[config.mk]
export PLATFORM = sky130hd
export DESIGN_NAME = lru_key_value_cache_core
export DESIGN_NICKNAME = d
export VERILOG_FILES = /design/src/rtl/lkvc_pkg.sv /design/src/rtl/lkvc_cell.sv /design/src/rtl/lru_key_value_cache_core.sv
export SDC_FILE = /design/constraint.sdc
export NUM_CORES = 1
export LEC_CHECK = 0
export BUFFER_PORTS_ARGS = -buffer_cell sky130_fd_sc_hd__buf_2
export CAP_MARGIN = 20
export CORE_MARGIN = 2
export CORE_UTILIZATION = 45
export CTS_CLUSTER_SIZE = 16
export DETAILED_ROUTE_END_ITERATION = 6
export GPL_ROUTABILITY_DRIVEN = 0
export SYNTH_ARGS = -nofsm -noshare
export SYNTH_HDL_FRONTEND = slang
export SYNTH_SLANG_ARGS = --single-unit
[constraint.sdc]
create_clock -name clk -period 9.9 [get_ports clk]
set_input_delay 2.97 -clock clk [delete_from_list [all_inputs] [get_ports clk]]
set_output_delay 2.97 -clock clk [all_outputs]
set_load 0.02 [all_outputs]
[src/rtl/lkvc_pkg.sv]
// Package for the LRU key/value cache: payload structs, cell entry and control
// types, and sizing constants. No dependencies; used by every rtl file.
package lkvc_pkg;

  localparam int CAPACITY   = 16;
  localparam int KEY_BITS   = 16;
  localparam int VALUE_BITS = 31;
  localparam int CAP_BITS   = 5;
  localparam int OCC_BITS   = $clog2(CAPACITY + 1);
  localparam int DATA_BITS  = 32;
  localparam int ADDR_BITS  = 3;

  localparam logic [CAP_BITS-1:0] CAP_RESET = CAP_BITS'(CAPACITY);

  localparam logic CMD_GET = 1'b0;
  localparam logic CMD_PUT = 1'b1;

  localparam logic REG_CAPACITY = 1'b0;

  typedef struct packed {
    logic                  command;
    logic [KEY_BITS-1:0]   lookup_key;
    logic [VALUE_BITS-1:0] write_value;
  } req_t;

  typedef struct packed {
    logic                  hit;
    logic [VALUE_BITS-1:0] read_value;
    logic                  evicted;
  } rsp_t;

  typedef struct packed {
    logic                  valid;
    logic [KEY_BITS-1:0]   key;
    logic [VALUE_BITS-1:0] value;
  } entry_t;

  typedef struct packed {
    logic                capture;
    logic [KEY_BITS-1:0] key;
    logic                update;
    logic                hit;
    logic                put;
    logic                evict;
  } cell_ctrl_t;

endpackage

[src/rtl/lkvc_cell.sv]
// One recency slot of the LRU chain: holds an entry, registers its key match,
// and takes its upper neighbor's entry on a shift. Depends on lkvc_pkg.
module lkvc_cell (
  input  logic                           clk,
  input  logic                           rst,
  input  lkvc_pkg::cell_ctrl_t           ctrl,
  input  lkvc_pkg::entry_t               prev,
  output lkvc_pkg::entry_t               entry,
  input  logic                           tail_in,
  output logic                           tail_out,
  input  logic [lkvc_pkg::VALUE_BITS-1:0] hitval_in,
  output logic [lkvc_pkg::VALUE_BITS-1:0] hitval_out
);

  logic match;
  logic shift;

  assign tail_out   = tail_in | match;
  assign hitval_out = hitval_in | (match ? entry.value : '0);

  always_comb begin
    if (ctrl.hit) begin
      shift = tail_out;
    end else if (ctrl.put) begin
      shift = ctrl.evict ? entry.valid : prev.valid;
    end else begin
      shift = 1'b0;
    end
  end

  always_ff @(posedge clk) begin
    if (rst) begin
      entry.valid <= 1'b0;
      match       <= 1'b0;
    end else begin
      if (ctrl.update && shift) begin
        entry <= prev;
      end
      if (ctrl.capture) begin
        match <= entry.valid && (entry.key == ctrl.key);
      end
    end
  end

endmodule

[src/rtl/lru_key_value_cache_core.sv]
// LRU key/value cache top: chain of recency cells, control, response register
// and APB capacity register. Depends on lkvc_pkg and lkvc_cell.
// An accepted request is registered with its key match; the response register
// loads on the chain shift, and no request is taken until that shift is done.
// A stalled response holds the next update; the request side stalls meanwhile.
// Reset: all entries invalid, capacity 16, no clearing pass; ready at once.
module lru_key_value_cache_core (
  input  logic                                clk,
  input  logic                                rst,
  input  logic                                req_valid,
  output logic                                req_stall,
  input  lkvc_pkg::req_t                      req,
  output logic                                rsp_valid,
  input  logic                                rsp_stall,
  output lkvc_pkg::rsp_t                      rsp,
  input  logic                                psel,
  input  logic                                penable,
  input  logic                                pwrite,
  input  logic [lkvc_pkg::ADDR_BITS-1:0]      paddr,
  input  logic [lkvc_pkg::DATA_BITS-1:0]      pwdata,
  output logic [lkvc_pkg::DATA_BITS-1:0]      prdata,
  output logic                                pready
);

  logic                                busy;
  lkvc_pkg::req_t                      item;
  logic [lkvc_pkg::CAP_BITS-1:0]       capacity;
  logic [lkvc_pkg::OCC_BITS-1:0]       occ;
  logic [lkvc_pkg::CAP_BITS-1:0]       eff_cap;
  logic                                accept;
  logic                                do_update;
  logic                                full;
  logic [lkvc_pkg::VALUE_BITS-1:0]     hit_value;
  lkvc_pkg::cell_ctrl_t                ctrl;
  lkvc_pkg::entry_t                    front;
  lkvc_pkg::entry_t                    entries [lkvc_pkg::CAPACITY];
  lkvc_pkg::entry_t                    prevs   [lkvc_pkg::CAPACITY];
  logic                                tails   [lkvc_pkg::CAPACITY+1];
  logic [lkvc_pkg::VALUE_BITS-1:0]     hvals   [lkvc_pkg::CAPACITY+1];

  assign pready    = 1'b1;
  assign prdata    = (paddr[2] == lkvc_pkg::REG_CAPACITY)
                     ? lkvc_pkg::DATA_BITS'(capacity) : '0;

  always_ff @(posedge clk) begin
    if (rst) begin
      capacity <= lkvc_pkg::CAP_RESET;
    end else if (psel && penable && pwrite && pready
                 && paddr[2] == lkvc_pkg::REG_CAPACITY) begin
      capacity <= pwdata[lkvc_pkg::CAP_BITS-1:0];
    end
  end

  always_comb begin
    if (capacity == '0) begin
      eff_cap = lkvc_pkg::CAP_BITS'(1);
    end else if (capacity > lkvc_pkg::CAP_BITS'(lkvc_pkg::CAPACITY)) begin
      eff_cap = lkvc_pkg::CAP_BITS'(lkvc_pkg::CAPACITY);
    end else begin
      eff_cap = capacity;
    end
  end

  assign req_stall = busy;
  assign accept    = req_valid && !req_stall;
  assign do_update = busy && (!rsp_valid || !rsp_stall);
  assign full      = lkvc_pkg::CAP_BITS'(occ) >= eff_cap;
  assign hit_value = hvals[lkvc_pkg::CAPACITY];

  always_comb begin
    ctrl.capture = accept;
    ctrl.key     = req.lookup_key;
    ctrl.update  = do_update;
    ctrl.hit     = tails[0];
    ctrl.put     = item.command == lkvc_pkg::CMD_PUT;
    ctrl.evict   = ctrl.put && !ctrl.hit && full;
  end

  always_comb begin
    front.valid = 1'b1;
    front.key   = item.lookup_key;
    front.value = ctrl.put ? item.write_value : hit_value;
  end

  assign tails[lkvc_pkg::CAPACITY] = 1'b0;
  assign hvals[0]                  = '0;

  for (genvar i = 0; i < lkvc_pkg::CAPACITY; i++) begin : g_cell
    if (i == 0) begin : g_head
      assign prevs[i] = front;
    end else begin : g_body
      assign prevs[i] = entries[i-1];
    end

    lkvc_cell u_cell (
      .clk        (clk),
      .rst        (rst),
      .ctrl       (ctrl),
      .prev       (prevs[i]),
      .entry      (entries[i]),
      .tail_in    (tails[i+1]),
      .tail_out   (tails[i]),
      .hitval_in  (hvals[i]),
      .hitval_out (hvals[i+1])
    );
  end

  always_ff @(posedge clk) begin
    if (accept) begin
      item <= req;
    end
  end

  always_ff @(posedge clk) begin
    if (rst) begin
      busy      <= 1'b0;
      rsp_valid <= 1'b0;
      occ       <= '0;
    end else begin
      if (accept) begin
        busy <= 1'b1;
      end else if (do_update) begin
        busy <= 1'b0;
      end
      if (do_update) begin
        rsp_valid <= 1'b1;
      end else if (!rsp_stall) begin
        rsp_valid <= 1'b0;
      end
      if (do_update && ctrl.put && !ctrl.hit && !full) begin
        occ <= occ + lkvc_pkg::OCC_BITS'(1);
      end
    end
  end

  always_ff @(posedge clk) begin
    if (do_update) begin
      rsp.hit        <= ctrl.hit;
      rsp.read_value <= (ctrl.hit && !ctrl.put) ? hit_value : '0;
      rsp.evicted    <= ctrl.evict;
    end
  end

endmodule

After elaboration in Yosys (flattened, before gate mapping)
Cells that the tools add are included.

word-level totals
  bits in registers = 877
  input port bits = 90
  output and inout bits = 68
  logic and storage cells = 266

cells by class
  add/sub/neg operators = 1
  $lt $le $gt $ge = 2
  eq/ne operators = 17
  multiplexer cells = 72
  bitwise logic cells = 32
  reductions and logical operators = 68

operators by type and width
  operator               count
  $mux W31               17
  $or A31 B31 Y31        15
  $eq A16 B16 Y1         16
  $mux W1                52
  $logic_and A1 B1 Y1    43
  $reduce_and A2 Y1      16
  $mux W5                3
  $or A1 B1 Y1           15
  $logic_not A1 Y1       6
  $add A5 B1 Y5 const B  1
  $ge A5 B5 Y1           1
  $gt A5 B5 Y1 const B   1
  $logic_not A5 Y1       1
  $ne A2 B1 Y1 const B   1
  $not A1 Y1             2
  $reduce_bool A2 Y1     1
  $logic_or A1 B1 Y1     1

Longest topological paths before layout
Gate-level depths: netlist of the first run.

  depth after elaboration = 23
  depth in mapped cells = 12

By module
A second synthesis of the first run with hierarchy kept.

second synthesis, totals
  cells, all modules = 2164
  area total of the unflattened synthesis = 35505.3 um^2

modules (own cells, without submodules)
  module                    instances  cells each  area an instance (um^2)  sequential area each (um^2)
  lkvc_cell                 16         119         1969.4                   1451.4
  lru_key_value_cache_core  1          260         3995.1                   2672.6

Worst setup path after synthesis of the first run
OpenSTA, ideal clock, no wires.

  path kind = input-to-reg
  start point = input rsp_stall
  end point = register g_cell[15].u_cell.entry[0] (netlist bit), enable pin
  arrival = 7.067 ns
  setup slack = 2.305 ns
  stages on the path = 6
  cells stage by stage = nand2_1 -> nand2_1 -> clkinv_1 -> nand2b_1 -> clkbuf_1 -> a221oi_1

on the way
  word-level cells in the longest chain between the ends = 5

RTL lines
  item                         line                            source
  from (decl)                  lru_key_value_cache_core.sv:14  input logic rsp_stall,
  $logic_not A1 Y1             -
  $logic_or A1 B1 Y1           lru_key_value_cache_core.sv:66  assign do_update = busy && (!rsp_valid || !rsp_stall);
  $logic_and A1 B1 Y1          lru_key_value_cache_core.sv:66
  $logic_and A1 B1 Y1          lkvc_cell.sv:36                 if (ctrl.update && shift) begin
  $reduce_and A2 Y1 (no line)  -
  to (signal assigned)         lkvc_cell.sv:37                 entry <= prev;
  to (decl)                    lkvc_cell.sv:8                  output lkvc_pkg::entry_t entry,

Every way passes these cells.
A chain may end at the register's enable or synchronous reset.

Final worst setup path of the first run
  start point = input rsp_stall
  end point = register g_cell[3].u_cell.entry[13] (netlist bit), enable pin

on the way
  word-level cells in the longest chain between the ends = 5

RTL lines
  item                         line
  $logic_not A1 Y1             -
  $logic_or A1 B1 Y1           lru_key_value_cache_core.sv:66
  $logic_and A1 B1 Y1          lru_key_value_cache_core.sv:66
  $logic_and A1 B1 Y1          lkvc_cell.sv:36
  $reduce_and A2 Y1 (no line)  -
  to (signal assigned)         lkvc_cell.sv:37
  to (decl)                    lkvc_cell.sv:8

Every way passes these cells.

==> results of run 1 <==
[routing by layer]
layer  GRT usage (%)  part of all wire (%)
met5               0                     0
met4            7.25                   2.9
met3            4.84                   9.5
met2            34.6                    47
met1            29.4                    41
[path summary, 6_finish.rpt]
check	end	cells after the start	start
min reg2reg	g_cell[0].u_cell.entry[35]$_DFFE_PP_	0	front[35]$_DFFE_PP_
max reg2reg	g_cell[5].u_cell.entry[16]$_DFFE_PP_	8	g_cell[14].u_cell.match$_SDFFE_PP0P_
min	g_cell[0].u_cell.entry[35]$_DFFE_PP_	0	front[35]$_DFFE_PP_
max	g_cell[3].u_cell.entry[13]$_DFFE_PP_	8	rsp_stall
[cells in the final DEF, fill, tap and decap left out, types with 55 or more instances in the layout]
cell type,instances
a221oi_1,65
a22o_1,62
a22oi_1,127
buf_2,100
clkbuf_16,92
edfxtp_1,833
nand3_1,91
nand4_1,55
nor2_1,120
xnor2_1,195
xor2_1,65
[flip-flops by register name, indices dropped and copies added (netlist names)]
| register | count |
|---|---|
| capacity | 5 |
| occ | 5 |
| front | 16 |
| g_cell.u_cell.match | 16 |
| g_cell.u_cell.entry | 768 |
| item | 31 |
| rsp_valid | 1 |
| ctrl | 1 |
| rsp | 33 |
| req_stall | 1 |
[cells by family after synthesis]
group | count (synthesis)
DFF | 877
and+or+nand+nor | 360
AOI/OAI and AO/OA | 334
xor gates and xnor gates | 260
buffers and inverters | 194
muxes | 52
adders and majority gates | 6
other | 2
[per-stage QoR]
step / instance area [sq um] / power (mW) / utilization (%) / hold WS [ps]
after global routing: 38600 / 7.83 / 51.8 / 421
after CTS: 38600 / 7.67 / 51.7 / 419
after floorplan: 34100 / 4.27 / - / 400
final: 38600 / 7.62 / 51.8 / 417
after global placement: 35600 / 4.33 / 47.8 / 400
after detailed placement: 35600 / 4.33 / 47.8 / 405
[report_power, final]
group	switching (mW)	internal [mW]	total, mW
Sequential	0.0107	4.04	4.05
Clock	1.45	1.92	3.37
Combinational	0.137	0.0641	0.201
[area by class of cell]
cell class | count | area share (%)
inverters | 40 | 0.392
clock inverters | 53 | 1.38
repair buffers | 146 | 2.31
well taps | 969 | 3.14
multi-input cells | 1040 | 19.4
clock buffers | 116 | 6.22
flip-flops and latches | 877 | 67.1
==> metrics, run 1 <==
Final ANT Viol Nets=0; total gr overflow=0; num ports=around 160; setup tns final=0 ps; adder-cell share of the synthesized area=0.221%; DP Wirelength=approximately 50 mm; post-CTS setup buffers=0; register area=approximately 26000 sq um; synthesized area per cell=between 15 and 20 sq um; first-pass GRT wire length=roughly 130 mm; drt initial violations=roughly 1800; initial core utilization=between 40 and 50%; LEAKAGE=12.6 nW; multiplexer area fraction after synthesis=roughly 1.6%; fin. max-slew vios=0; most common flop cell mapped by yosys=edfxtp_1; Worst Path Arrival=between 6000 and 7000 ps; worst skew pair latency=660 ps; Worst IR Drop VDD=~0.00014 V; Fin Clk Skew=roughly 38 ps; Power Density=197 nW/um^2; core footprint=between 70000 and 80000 sq um; Worst Setup Start Kind=primary input; relative slew slack=29.6%; Gate Count Post-Synth=between 2000 and 2500; Synth top cells by count=833 x edfxtp_1, 195 x xnor2_1, 127 x a22oi_1, 127 x nor2_1, 104 x clkbuf_1; Final Hold Vio Count=0; Remaining DRCs=3; fin cells=about 3200; top-area cell type share of the netlist area=approximately three quarters; simple-gate share of the synthesized area=under 10%; CP max stage delay=1000 ps; Area Overhead vs Synth=13.6%; cell with the most instances after synthesis=edfxtp_1; Overall Global Routing Usage=21.6%; Die Y=279 microns; Worst Path Buf+Inv=4; # H-tree levels=3; Peak Freq=0.153 GHz; Required @ worst endpoint=10160 ps; largest net degree at the start of global routing=between 60 and 70; fin crit share=66.0%; share of cells above drive strength 1=14.4%; CTS root buffer=clkbuf_16; NumNets Final=between 2000 and 2500; XOR/XNOR share of the synthesized area=about 6.7%; # fillers=between 6000 and 7000; Post-synth EDFFs=roughly 830; Worst path slowest cell=a21oi_4; post-synth cell types=between 50 and 60; RSZ-0062 raised after global routing=false; Multi-input gate area=between 7000 and 8000 sq um; CTS tree=built; clk buf depth=3; initial antenna violation count=0; vias=19200; # Max-Cap Violations=0; WS Path Type=primary input to flip-flop; Slew @ Worst Pin=roughly 1100 ps; DP Worst Slack=approximately 2700 ps; Final Setup Violations=0; Yosys Warn Count=0; Via-to-Cell Ratio=5.93; Port Buffers=100; largest family of logic cells by synthesized area=compound AO/OA/AOI/OAI gates; Seq/Total Area, Yosys=around 76%; Final WS setup=between 3000 and 4000 ps; post-placement cell count=approximately 3000; Cell Area, Synth=approximately 34000 sq um; failing checks=design-rule violations; num rows=100; type of element capturing the critical path=flip-flop; Synth area leader=edfxtp_1; FF+latch count, synth=approximately 880; clock tree sinks=877; post_cts resized=0; TritonRoute pass-1 iters=7; Area contributors post-synth=edfxtp_1 74%, xnor2_1 5.0%, a22oi_1 2.8%, dfxtp_1 2.6%, a221oi_1 1.7%; Die ar.=around 78000 sq um; fin crit period=6530 ps; CP max FO=51; TritonCTS Buffers=92; compound-gate portion of the synthesized area=around 7.5%; Die X=roughly 280 microns; CTS Hold Bufs=0; top cell family by delay on the critical path=buffers and inverters; final antenna diode count=0; Worst-path clk slew=about 60 ps; WL final=approximately 85 mm; type of the worst min-delay path=flip-flop to flip-flop; R2R Setup Slk=roughly 5400 ps; Async SR Flop Fraction=0%; number of global-route vias before repair=slightly below 20000; status=finished, violations left; wire per inst=approximately 26 microns; CP cell instances=buf_2 > nand2_1 > nand2_1 > inv_2 > buf_4 > nand2b_2 > a21oi_4 > buf_4
Note: power is estimated with default switching activity, not from simulation.
==> run 2: changes to the inputs <==
--- a/config.mk
+++ b/config.mk
@@ -5,6 +5,7 @@
 export SDC_FILE = /design/constraint.sdc
 export NUM_CORES = 1
 export LEC_CHECK = 0
+export ABC_AREA = 1
 export BUFFER_PORTS_ARGS = -buffer_cell sky130_fd_sc_hd__buf_2
 export CAP_MARGIN = 20
 export CORE_MARGIN = 2
==> constraint.sdc (replaced) <==
create_clock -name clk -period 6.8 [get_ports clk]
set_input_delay 2.04 -clock clk [delete_from_list [all_inputs] [get_ports clk]]
set_output_delay 2.04 -clock clk [all_outputs]
set_load 0.02 [all_outputs]
==> metrics, run 2 <==
CTS root buffer=clkbuf_16; Port Buffers=100 (unchanged); post-placement cell count=3444 (+12%); post_cts resized=0 (unchanged); Final Setup Violations=0 (unchanged); Final ANT Viol Nets=0 (unchanged); Area Overhead vs Synth=13.4%; TritonRoute pass-1 iters=5 (-2); core footprint=75800 sq um (+1.7%); CP max FO=6 (-88%); status=finished, final reports clean; Power Density=290 nW/um^2 (+47%); drt initial violations=2161 (+18%); Die ar.=78800 sq um (+1.3%); largest net degree at the start of global routing=80 (+23%); sw frac=20.9% (-0.053 points); Hold Path Cell Cnt=0 (unchanged); Die X=281 microns (+0.65%); relative slew slack=22.4% (-7.2 points); fin crit share=about two thirds; P_sw=2.37 mW (+48%); CTS Hold Bufs=0 (unchanged); RSZ-0062 raised after global routing=false; # fillers=6341 (+4.3%); fin cells=3611 (+11%); Worst Setup Start Kind=primary input; WL final=89.2 mm (+5.5%); Synth top cells by count=833 x edfxtp_1, 416 x nand2_1, 138 x nor2_1, 134 x inv_1, 103 x nand4_1; clk buf depth=3 (unchanged); cell with the most instances after synthesis=edfxtp_1; Remaining DRCs=0 (-3); top-area cell type share of the netlist area=72.6% (-0.96 points); worst reg-to-reg path cell count=17 (+9); clock power share=45.2% (+1.0 points); fin. max-slew vios=0 (unchanged); R2R Setup Slk=2320 ps (-3110 ps); Sequential Power Share=52.2% (-1.0 points); Worst Path Arrival=2450 ps (-4350 ps); Placement Cell Area=36000 sq um (+0.99%); type of element capturing the critical path=primary output; Die Y=281 microns (+0.65%); FF+latch count, synth=877 (unchanged); initial core utilization=45.4% (-0.16 points); Largest regs=g_cell.u_cell.entry x768, rsp x33, item x31; Yosys Warn Count=0 (unchanged); Final Hold Vio Count=0 (unchanged); Synth area leader=edfxtp_1; Worst-path clk slew=60 ps (about the same); Logic pwr share=2.7% (about the same); LEAKAGE=13.5 nW (+7.3%); Finished Cell Area=39100 sq um (+1.2%); Internal=8.96 mW (+49%); worst hold start=front[41]$_DFFE_PP_; max FFs per register=768 (unchanged); wire per inst=24.7 microns (-5.3%); share of cells above drive strength 1=13.4% (-1.0 points); WHS=413 ps (-3.80 ps); Seq/Total Area, Yosys=75.2% (-1.0 points); CTS tree=built; Critical R2R Launch=capacity[1]$_SDFFE_PP0P_; Area contributors post-synth=edfxtp_1 73%, nand2_1 4.5%, dfxtp_1 2.6%, xnor2_1 2.2%, a221oi_1 2.0%; Worst Setup SP=paddr[2]; Cell Area, Synth=34500 sq um (+1.3%); largest register by flop count=g_cell.u_cell.entry; TritonCTS Buffers=90 (-2.2%); first-pass GRT wire length=131 mm (+4.6%); Peak Freq=~0.22 GHz; num rows=101 (+1.0%); worst reg2reg path endpoint=g_cell[15].u_cell.entry[21]$_DFFE_PP_; total gr overflow=0 (unchanged); Fin Clk Skew=21.2 ps (-16.3 ps); most common flop cell mapped by yosys=edfxtp_1; final antenna diode count=0 (unchanged); initial antenna violation count=0 (unchanged); Async SR Flop Fraction=0% (unchanged); post-CTS setup buffers=0 (unchanged); WS Path Type=primary input to primary output; number of global-route vias before repair=20200 (+2.4%); DP Wirelength=53.1 mm (+8.5%); Required @ worst endpoint=4760 ps (-5400 ps); Slew @ Worst Pin=1130 ps (+80.9 ps); # H-tree levels=3 (unchanged); synthesized area per cell=14.2 sq um (-13%); type of the worst min-delay path=flip-flop to flip-flop; NumNets Final=2657 (+16%); Hold EP=g_cell[0].u_cell.entry[41]$_DFFE_PP_; Post-synth EDFFs=833 (unchanged); Overall Global Routing Usage=22.6% (+0.95 points); leading cell type in the layout, fill and taps excluded=edfxtp_1; worst skew pair latency=660 ps (about the same); setup tns final=0 ps (unchanged); post-synth cell types=47 (-13%); Worst IR Drop VDD=0.000203 V (+48%); Via-to-Cell Ratio=5.72 (-3.5%); commonest non-fill, non-tap cells in the layout=833 x edfxtp_1, 416 x nand2_1, 137 x nor2_1; total power=11.3 mW (+49%); Gate Count Post-Synth=2432 (+17%); fin crit period=about 4500 ps; vias=20700 (+7.6%); # Max-Cap Violations=0 (unchanged); num ports=158 (unchanged); clock tree sinks=877 (unchanged)
==> run 2: routing by layer <==
layer / up-vias / global-route usage (%) / share of wire [%] / routed length (microns)
met5: - / 0 / 0 / 0
li1: 9135 / - / - / -
met2: 1017 / 34.3 / 45 / 40100
met3: 142 / 3.91 / 8.9 / 7920
met4: 0 / 6.73 / 2.2 / 1960
met1: 10400 / 33.4 / 44 / 39300
==> run 2: logic make-up (layout without fill, tap and decap cells) <==
| logic type | after synthesis | count (layout) | share of synthesized area (%) |
|---|---|---|---|
| flops | 877 | 877 | 75.2 |
| simple gates | 825 | 825 | 11.2 |
| buf+inv | 286 | 461 | 3.53 |
| compound gates | 279 | 279 | 5.91 |
| xor+xnor | 157 | 157 | 3.99 |
| fa+ha+maj | 6 | 6 | 0.218 |
| other cells | 2 | 28 | 0.0218 |
==> run 2: power groups by stage <==
stage	clock network, mW	registers (mW)	logic [mW]
after floorplan	0	6.04	0.187
after global placement	0	6.02	0.298
after detailed placement	0	6.03	0.304
after CTS	5.20	5.91	0.305
after global routing	5.40	5.91	0.330
final	5.12	5.91	0.304
==> run 2: layout make-up <==
class                   instances  area (sq um)  share of cell area (%)
inverters                     146           548                    1.40
clock buffers                 109          2320                    5.95
clock inverters                55           711                    1.82
repair buffers                151           910                    2.33
well taps                     978          1220                    3.13
multi-input cells            1295          7450                    19.1
flip-flops and latches        877         25900                    66.3
==> run 2: worst max path at each step <==
stage                                            end  slack, ps  cells past startpoint
3_5_place_dp     g_cell[0].u_cell.match$_SDFFE_PP0P_       1950                      8
3_3_place_gp     g_cell[0].u_cell.entry[0]$_DFFE_PP_       1680                      5
2_1_floorplan   g_cell[15].u_cell.match$_SDFFE_PP0P_       2220                      7
6_report                                   prdata[1]       2310                      3
5_1_grt        g_cell[15].u_cell.entry[24]$_DFFE_PP_       1990                     17
4_1_cts                                    prdata[1]       2290                      3
==> run 2: through the flow <==
stage	setup WS (ps)	util [%]
2_1_floorplan	2220	-
6_report	2310	51.5
5_1_grt	1990	51.5
4_1_cts	2290	51.5
3_3_place_gp	1680	47.4
3_5_place_dp	1950	47.5
==> run 2: critical path, stage by stage <==
cell	delay [ps]
buf_2	130
nor2_1	110
buf_2	170
==> run 3: changes to the inputs <==
==> constraint.sdc (replaced) <==
create_clock -name clk -period 4.5 [get_ports clk]
set_input_delay 1.35 -clock clk [delete_from_list [all_inputs] [get_ports clk]]
set_output_delay 1.35 -clock clk [all_outputs]
set_load 0.02 [all_outputs]
==> metrics, run 3 (synthesized netlist as in run 2, its figures left out) <==
post-CTS setup buffers=0 (unchanged); post_cts resized=0 (unchanged); clock tree sinks=877 (unchanged); Worst Path Arrival=3740 ps (+1290 ps); CTS Hold Bufs=0 (unchanged); worst reg2reg path endpoint=g_cell[15].u_cell.entry[38]$_DFFE_PP_; WHS=417 ps (+3.53 ps); LEAKAGE=13.5 nW (-0.23%); Die Y=281 microns (unchanged); core footprint=75800 sq um (unchanged); fin cells=3618 (+0.19%); CP max FO=29 (+23); leading cell type in the layout, fill and taps excluded=edfxtp_1; commonest non-fill, non-tap cells in the layout=833 x edfxtp_1, 416 x nand2_1, 137 x nor2_1; Final Setup Violations=0 (unchanged); total power=16.4 mW (+45%); fin crit share=75.7%; Setup crit end=g_cell[15].u_cell.entry[38]$_DFFE_PP_; first-pass GRT wire length=125 mm (-4.7%); # fillers=6251 (-1.4%); fin util=51.4% (-0.071 points); Final Hold Vio Count=0 (unchanged); WL final=83.4 mm (-6.6%); CTS tree=built; Power Density=421 nW/um^2 (+45%); Worst Setup SP=capacity[3]$_SDFFE_PP0P_; number of global-route vias before repair=20500 (+1.4%); total gr overflow=0 (unchanged); post-placement cell count=3457 (+0.38%); worst reg-to-reg path cell count=18 (+1); TritonRoute pass-1 iters=5 (unchanged); wire per inst=23.0 microns (-6.7%); Worst path slowest cell=inv_2; Die ar.=78800 sq um (unchanged); TritonCTS Buffers=91 (+1.1%); final antenna diode count=0 (unchanged); Worst IR Drop VDD=0.000257 V (+27%); # H-tree levels=3 (unchanged); Worst-path clk slew=60 ps (about the same); initial core utilization=45.4% (unchanged); type of element capturing the critical path=flip-flop; num rows=101 (unchanged); fin crit period=roughly 3400 ps; worst skew pair latency=660 ps (about the same); type of the worst min-delay path=flip-flop to flip-flop; R2R Setup Slk=1090 ps (-1230 ps); Fin Clk Skew=25.6 ps (+4.41 ps); most frequent CP cell=nand2_1; fin. max-slew vios=0 (unchanged); Overall Global Routing Usage=21.3% (-1.3 points); share of cells above drive strength 1=13.6% (+0.23 points); vias=20300 (-1.8%); Remaining DRCs=0 (unchanged); WS Path Type=flip-flop to flip-flop; largest net degree at the start of global routing=59 (-26%); NumNets Final=2668 (+0.41%); Port Buffers=100 (unchanged); Via-to-Cell Ratio=5.61 (-2.0%); DP Wirelength=51.1 mm (-3.9%); Peak Freq=slightly below 0.3 GHz; CP max stage delay=470 ps (+300 ps); largest register by flop count=g_cell.u_cell.entry; Worst Setup Start Kind=flip-flop; relative slew slack=24.6% (+2.2 points); setup tns final=0 ps (unchanged); Die X=281 microns (unchanged); Largest regs=g_cell.u_cell.entry x768, rsp x33, item x31; Required @ worst endpoint=4830 ps (+70 ps); Slew @ Worst Pin=1100 ps (-32.5 ps); Final ANT Viol Nets=0 (unchanged); status=finished, final reports clean; # Max-Cap Violations=0 (unchanged); max FFs per register=768 (unchanged); clk buf depth=3 (unchanged); initial antenna violation count=0 (unchanged); Area Overhead vs Synth=13.2%; CTS root buffer=clkbuf_16; RSZ-0062 raised after global routing=false; CP cell instances=inv_1 > a31oi_1 > nor2_1 > ha_1 > nand2_1 > inv_1 > nand4_1 > nand3_1 > buf_4 > clkinv_1 > nand2_1 > o21ai_0 > inv_1 > nand4_2 > nand2_1 > nand2_1 > inv_2 > buf_4; drt initial violations=1767 (-18%); Critical R2R Launch=capacity[3]$_SDFFE_PP0P_; num ports=158 (unchanged)
[run 3: critical path, delay by kind of cell (launching register included)]
family                   cells  cell delay (ps)
flip-flops                   1              350
buffers and inverters        7             1520
AO/OA/AOI/OAI                2              260
adder cells (fa/ha/maj)      1              270
AND/OR/NAND/NOR              8              680
[run 3: per-layer routing]
metal	part of all wire [%]	track usage [%]	vias up
met1	42	28.9	10100
li1	-	-	9154
met5	0	0	-
met2	47	34.3	891
met3	7.9	3.87	170
met4	3.1	7.88	0
[run 3: area by class of cell]
| type | instances | area [sq um] | share of cell area [%] |
|---|---|---|---|
| flip-flops and latches | 877 | 25900 | 66.4 |
| repair buffers | 161 | 1140 | 2.93 |
| inverters | 146 | 548 | 1.40 |
| clock buffers | 108 | 2360 | 6.06 |
| well taps | 978 | 1220 | 3.14 |
| clock inverters | 53 | 387 | 0.991 |
| multi-input cells | 1295 | 7450 | 19.1 |
[run 3: worst min-delay path by stage]
stage,endpoint,slack [ps],depth (start not counted),startpoint
floorplan,g_cell[0].u_cell.entry[31]$_DFFE_PP_,400,0,front[31]$_DFFE_PP_
global placement,g_cell[0].u_cell.entry[34]$_DFFE_PP_,400,0,front[34]$_DFFE_PP_
detailed placement,g_cell[0].u_cell.entry[31]$_DFFE_PP_,410,0,front[31]$_DFFE_PP_
CTS,g_cell[0].u_cell.entry[31]$_DFFE_PP_,420,0,front[31]$_DFFE_PP_
global route,g_cell[0].u_cell.entry[45]$_DFFE_PP_,430,0,front[45]$_DFFE_PP_
finish,g_cell[0].u_cell.entry[37]$_DFFE_PP_,420,0,front[37]$_DFFE_PP_
[run 3: stage by stage]
stage | instance area (sq um) | worst slack, ps
final | 39000 | 1090
after global routing | 39000 | 741
after CTS | 39000 | 1100
after detailed placement | 36300 | 898
after global placement | 36300 | 922
after floorplan | 34500 | 611
[run 3: power by group]
part	switching (mW)	leakage (nW)	internal, mW
clock network	3.16	1.34	3.88
registers	0.0296	7.90	8.90
logic	0.323	4.22	0.132
